**config.mk**
```make
export PLATFORM = sky130hd
export DESIGN_NAME = tsol_ctrl
export DESIGN_NICKNAME = d
export VERILOG_FILES = /design/src/sv/tsol_pkg.sv /design/src/sv/tsol_ctrl.sv
export SDC_FILE = /design/constraint.sdc
export NUM_CORES = 1
export LEC_CHECK = 0
export BUFFER_PORTS_ARGS = -buffer_cell sky130_fd_sc_hd__buf_2
export CAP_MARGIN = 20
export CORE_AREA = 2 2 39 41
export CTS_CLUSTER_SIZE = 10
export DETAILED_ROUTE_END_ITERATION = 8
export DIE_AREA = 0 0 41 43
export PLACE_DENSITY = 0.49
export SLEW_MARGIN = 20
export SYNTH_ARGS = -nofsm -noshare
export SYNTH_HDL_FRONTEND = slang
export SYNTH_SLANG_ARGS = --single-unit
```
**constraint.sdc**
```tcl
create_clock -name clk_i -period 1.9 [get_ports clk_i]
set_clock_uncertainty 0.1 [all_clocks]
set_input_delay 0.38 -clock clk_i [delete_from_list [all_inputs] [get_ports clk_i]]
set_output_delay 0.38 -clock clk_i [all_outputs]
set_load 0.01 [all_outputs]
```
**src/sv/tsol_pkg.sv**
```systemverilog
// Shared types and codes for the transpose self-organising list.
// No dependencies; imported by tsol_ctrl, tsol_dp and the top level.
package tsol_pkg;

  // Command field codes
  localparam logic CMD_APPEND = 1'b0;
  localparam logic CMD_SEARCH = 1'b1;

  // Result status codes
  typedef enum logic [1:0] {
    ST_OK   = 2'd0,
    ST_MISS = 2'd1,
    ST_FULL = 2'd2
  } status_e;

  // Which result the datapath registers this cycle
  typedef enum logic [2:0] {
    RES_NONE    = 3'd0,
    RES_APPEND  = 3'd1,
    RES_FULL    = 3'd2,
    RES_MISS    = 3'd3,
    RES_HIT0    = 3'd4,
    RES_HITSWAP = 3'd5
  } res_sel_e;

  // Controller to datapath commands
  typedef struct packed {
    logic     append_wr;  // write value at the fill index, bump fill count
    logic     load_key;   // latch key, clear index, read entry zero
    logic     scan_step;  // keep current entry as previous, advance, read next
    logic     wr_prev;    // write previous entry at the current index
    logic     wr_key;     // write key one place before the current index
    res_sel_e res;
  } cmd_t;

  // Datapath to controller status
  typedef struct packed {
    logic full;
    logic empty;
    logic match;
    logic at_head;
    logic at_last;
  } stat_t;

  localparam int unsigned POS_W = 7;

endpackage

```
**src/sv/tsol_ctrl.sv**
```systemverilog
// Controller state machine for the transpose self-organising list.
// Depends on tsol_pkg; drives tsol_dp through cmd_t and reads stat_t.
module tsol_ctrl (
  input  logic            clk_i,
  input  logic            rst_ni,
  input  logic            start_i,
  input  logic            command_i,
  input  tsol_pkg::stat_t stat_i,
  output tsol_pkg::cmd_t  cmd_o,
  output logic            busy_o
);
  import tsol_pkg::*;

  typedef enum logic [2:0] {
    S_IDLE = 3'b001,
    S_SCAN = 3'b010,
    S_SWAP = 3'b100
  } state_e;

  state_e state_q, state_d;

  always_ff @(posedge clk_i or negedge rst_ni) begin
    if (!rst_ni) begin
      state_q <= S_IDLE;
    end else begin
      state_q <= state_d;
    end
  end

  always_comb begin
    state_d         = state_q;
    cmd_o.append_wr = 1'b0;
    cmd_o.load_key  = 1'b0;
    cmd_o.scan_step = 1'b0;
    cmd_o.wr_prev   = 1'b0;
    cmd_o.wr_key    = 1'b0;
    cmd_o.res       = RES_NONE;
    unique case (state_q)
      S_IDLE: begin
        if (start_i) begin
          if (command_i == CMD_APPEND) begin
            if (stat_i.full) begin
              cmd_o.res = RES_FULL;
            end else begin
              cmd_o.append_wr = 1'b1;
              cmd_o.res       = RES_APPEND;
            end
          end else if (stat_i.empty) begin
            cmd_o.res = RES_MISS;
          end else begin
            cmd_o.load_key = 1'b1;
            state_d        = S_SCAN;
          end
        end
      end
      S_SCAN: begin
        if (stat_i.match) begin
          if (stat_i.at_head) begin
            cmd_o.res = RES_HIT0;
            state_d   = S_IDLE;
          end else begin
            cmd_o.wr_prev = 1'b1;
            state_d       = S_SWAP;
          end
        end else if (stat_i.at_last) begin
          cmd_o.res = RES_MISS;
          state_d   = S_IDLE;
        end else begin
          cmd_o.scan_step = 1'b1;
        end
      end
      S_SWAP: begin
        cmd_o.wr_key = 1'b1;
        cmd_o.res    = RES_HITSWAP;
        state_d      = S_IDLE;
      end
      default: begin
        state_d = S_IDLE;
      end
    endcase
  end

  assign busy_o = (state_q != S_IDLE);

endmodule

```
=== Word level (Yosys, flattened, before mapping) ===
Index checks and enable logic that the tools add are counted.

* Equal/unequal tests: 8
* Mux-type cells: 27
* Reduce and logical (&&, ||, !) cells: 1

{| class="wikitable"
|+ Operators by type and width
! operator !! count
|-
| $mux W3 || 8
|-
| $mux W2 || 8
|-
| $mux W1 || 9
|-
| $pmux W3 S3 || 1
|-
| $ne A2 B2 Y1 const B || 3
|-
| $pmux W3 S2 || 1
|-
| $reduce_and A4 Y1 || 1
|-
| $eq A3 B1 Y1 const B || 1
|-
| $eq A3 B2 Y1 const B || 1
|-
| $eq A3 B3 Y1 const B || 1
|-
| $ne A3 B1 Y1 const B || 1
|-
| $ne A3 B3 Y1 const B || 1
|}

* Register bits after elaboration: 3
* Input bits: 9

=== Logic depth before layout (Yosys ltp) ===
* Depth after elaboration: 4
* Mapped depth: 3
* Depth with buffers taken out: 3

=== Worst setup path before layout ===
No wires, ideal clock.

* Path kind: register to output
* From: reg state_q[2]
* To: out cmd_o[5] (netlist bit)
* Arrival: 1.148 ns
* Data required time: 1.420 ns
* Path slack: 0.272 ns
* Stages on the path, launching flop included: 3
* Cell sequence: dfrtp_1 > or4b_4 > nor2_1

{| class="wikitable"
|+ RTL lines
! item !! RTL line !! RTL
|-
| start, declared || tsol_ctrl.sv:20 || <nowiki>state_e state_q, state_d;</nowiki>
|-
| start signal, assigned || tsol_ctrl.sv:26 || <nowiki>state_q <= state_d;</nowiki>
|-
| end, declared || tsol_ctrl.sv:9 || <nowiki>output tsol_pkg::cmd_t cmd_o,</nowiki>
|}

==> reports/qor_table.md <==
| Quantity | This run |
|:---|:---|
| Max FFs per register | 3 |
| Avg Vias per Cell | 4.186 |
| Register bank with the most flops | state_q |
| Fraction of the cycle the final worst path needs | 97.03% |
| Reg2Reg Setup Slack | 490 ps |
| Final setup slack of the worst path | 56.52 ps |
| Number of buffers inserted during clock tree synthesis | 3 |
| Count of input and output buffers | 17 |
| Power share of the combinational group | 21.8% |
| Sequential share of power | 30.2% |
| Total Power | 0.2328 mW |
| CTS tree | done |
| Placed Area | 371.6 um2 |
| ANT nets after route | 0 |
| Util after Layout | 31.92% |
| Die span in y | 43 um |
| Internal power | 0.1719 mW |
| Filler-free cell count of the finished design | 70 |
| Final estimated routing congestion in global placement | 0.6279 |
| Instance count along the most critical hold path | 2 |
| Ant. Diodes | 0 |
| Total iterations of the first detailed-routing run | 4 |
| Remaining Overflow, GRT | 0 |
| Crit end category | output port |
| Routed wire length per instance | 9.243 um |
| Power density over cell area | 527.0 nW/um2 |
| Vias post-DR | 293 |
| Net switching power | 0.06089 mW |
| Min Tclk post-route | 1843 ps |
| Worst Setup Start Kind | register |
| Length in cells of the worst reg-to-reg path | 4 |
| TNS Setup | 0 ps |
| Worst Tran Pin Value | 183.9 ps |
| Number of nets at the end of the flow | 64 |
| Later-pin clock latency in the skew report | 230 ps |
| P&R area growth vs syn | 65.73% |
| Syn nets | 37 |
| Result of the run | finished, final reports clean |
| Wire length of the first global-routing pass | 924 um |
| Antenna violations before repair | 0 |
| Largest fanout on the critical path | 6 |
| Syn avg cell area | 9.518 um2 |
| Max-Cap Viols | 0 |
| Flop and latch count out of synthesis | 3 |
| Worst Setup Slack post-DPL | 148.0 ps |
| Proportion of synthesized chip area in sequential cells | 28.64% |
| H-tree depth | 1 |
| Final hold vios | 0 |
| Number of global-route vias before repair | 233 |
| Post-route cell area | 441.7 um2 |
| Die boundary width | 41 um |
| Clock slew at reported path FFs | 40 ps |
| Setup repair after global routing missed its margin | false |
| Maximum root-to-sink buffer count | 2 |
| Detailed-route DRC error count | 0 |
| Cell at the root of the clock tree | clkbuf_4 |
| Post-synth top area cell | dfrtp_1 |
| Pin count of the biggest net entering global routing | 10 |
| Area of the die | 1763 um2 |
| Tightest slew margin relative to the limit | 87.61% |
| Worst path required time | 1420 ps |
| First DRT Iteration DRCs | 8 |
| Data arrival at the endpoint of the critical path | 1360 ps |
| Hold_ws | 315.4 ps |
| Startpoint of the most critical hold path | stat_i[0] |
| Highest ir drop seen on vdd | 213.6 uV |
| Critical setup path kind | reg -> out |
| Fraction of power spent switching nets | 26.16% |
| Proportion of power drawn by the clock network | 48.0% |
| Placed cell count | 61 |
| Launch instance of the worst register-to-register path | state_q[0] |
| Biggest area contributors in the synthesized netlist | dfrtp_1, nand4bb_4, dfstp_2 |
| Area of the mapped netlist | 266.5 um2 |
| Final wirelength | 647 um |
| Fraction of final layout cells sized beyond drive strength 1 | 61.11% |
| Combined global-route utilization of all metal layers | 8.359% |
| Endpoint of the lowest-slack register-to-register path | state_q[0] |
| Leak | 0.2304 nW |
| Setup-violating endpoint count in the final report | 0 |
| Netlist cell types | 20 |
| Core area | 1384 um2 |
| Number of sinks on the clock net | 3 |
| Num ports | 18 |
| Half-perimeter wire length after detailed placement | 508 um |
| Classification of the worst-slack hold path | in -> reg |
| Capture endpoint of the worst hold path | state_q[1] |
| Max-slew violation total from the final report | 0 |
| Leading registers by flop count | state_q (3) |
| Yosys warning total | 0 |
| Post-Synthesis Cells | 28 |
| Starting density of the core | 19.26% |
| Max Freq | 542.5 MHz |
| Std cell rows | 14 |
| Share of the synthesized area in the top cell type | 18.78% |
-- metal layers --
metal | vias to the layer above | wire [um] | track usage, %
met3 | 2 | 77 | 1.571
met1 | 120 | 300 | 10.39
met2 | 17 | 253 | 10.31
met5 | - | 0 | 0
met4 | 0 | 16 | 10.00
li1 | 154 | - | -
-- Yosys cell counts --
library cell  n
o211ai_1      1
nor2_1        6
nor3_1        1
nand2b_1      1
nand2_1       2
o21ai_0       1
mux2_2        1
or4b_4        1
dfstp_2       1
mux2i_1       1
nand4b_1      1
and4b_1       1
dfrtp_1       2
and4b_2       1
nand3_1       1
inv_1         2
nand4bb_4     1
nor2_2        1
o21ai_1       1
o22ai_4       1
-- kinds of logic after synthesis --
kind of cell | count (synthesis) | share of synthesized area [%]
buffers and inverters | 2 | 2.818
DFF | 3 | 28.64
and+or+nand+nor | 17 | 46.48
muxes | 2 | 7.981
AOI/OAI and AO/OA | 4 | 14.08
-- critical path, stage by stage, from the launching register on --
cell       delay [ps]
dfstp_2           590
nand4bb_4         170
o211ai_1          210
buf_2             160
-- what timing repair did --
action	4_1_cts	5_1_grt
gates resized for setup	2	0
pin swaps	1	1
hold buffers	1	0
buffers inserted	1	3
endpoints found under the hold margin	2	0
setup endpoints to repair	1	1
-- area by class of cell --
class / instances / area [um2]
timing repair buffer: 22 / 125.1
inverter: 2 / 7.507
tap: 16 / 20.02
multi-input combinational: 23 / 185.2
clock buffer: 4 / 26.28
sequential: 3 / 77.57
fill: 153 / 942.2
-- layout by cell type, fill, tap and decap left out, drive strengths merged --
cell         instances
inv                  2
mux2                 1
dfrtp                2
mux2i                1
dlygate4sd3          1
nand2                2
clkbuf               4
or4b                 1
o211ai               1
and4b                2
o22ai                1
nand4b               1
o21ai                2
nor2                 7
dfstp                1
nor3                 1
nand4bb              1
nand3                1
buf                 21
nand2b               1
-- how the worst max path moves through the flow --
stage	end	slack, ps	depth (start not counted)	start
3_3_place_gp	cmd_o[5]	170	4	stat_i[2]
6_report	cmd_o[0]	60	3	state_q[0]
3_5_place_dp	cmd_o[5]	150	4	stat_i[2]
4_1_cts	cmd_o[5]	10	3	state_q[2]
5_1_grt	cmd_o[0]	0.9	3	state_q[0]
2_1_floorplan	cmd_o[5]	270	2	state_q[2]
-- power groups by stage --
stage          registers (mW)  clock network (mW)  logic, mW
4_1_cts                0.0713               0.118     0.0477
5_1_grt                0.0706               0.125     0.0559
6_report               0.0702               0.112     0.0509
3_5_place_dp           0.0719                   0     0.0458
2_1_floorplan          0.0708                   0     0.0237
3_3_place_gp           0.0719                   0     0.0453
(Power assumes the default switching activity.)
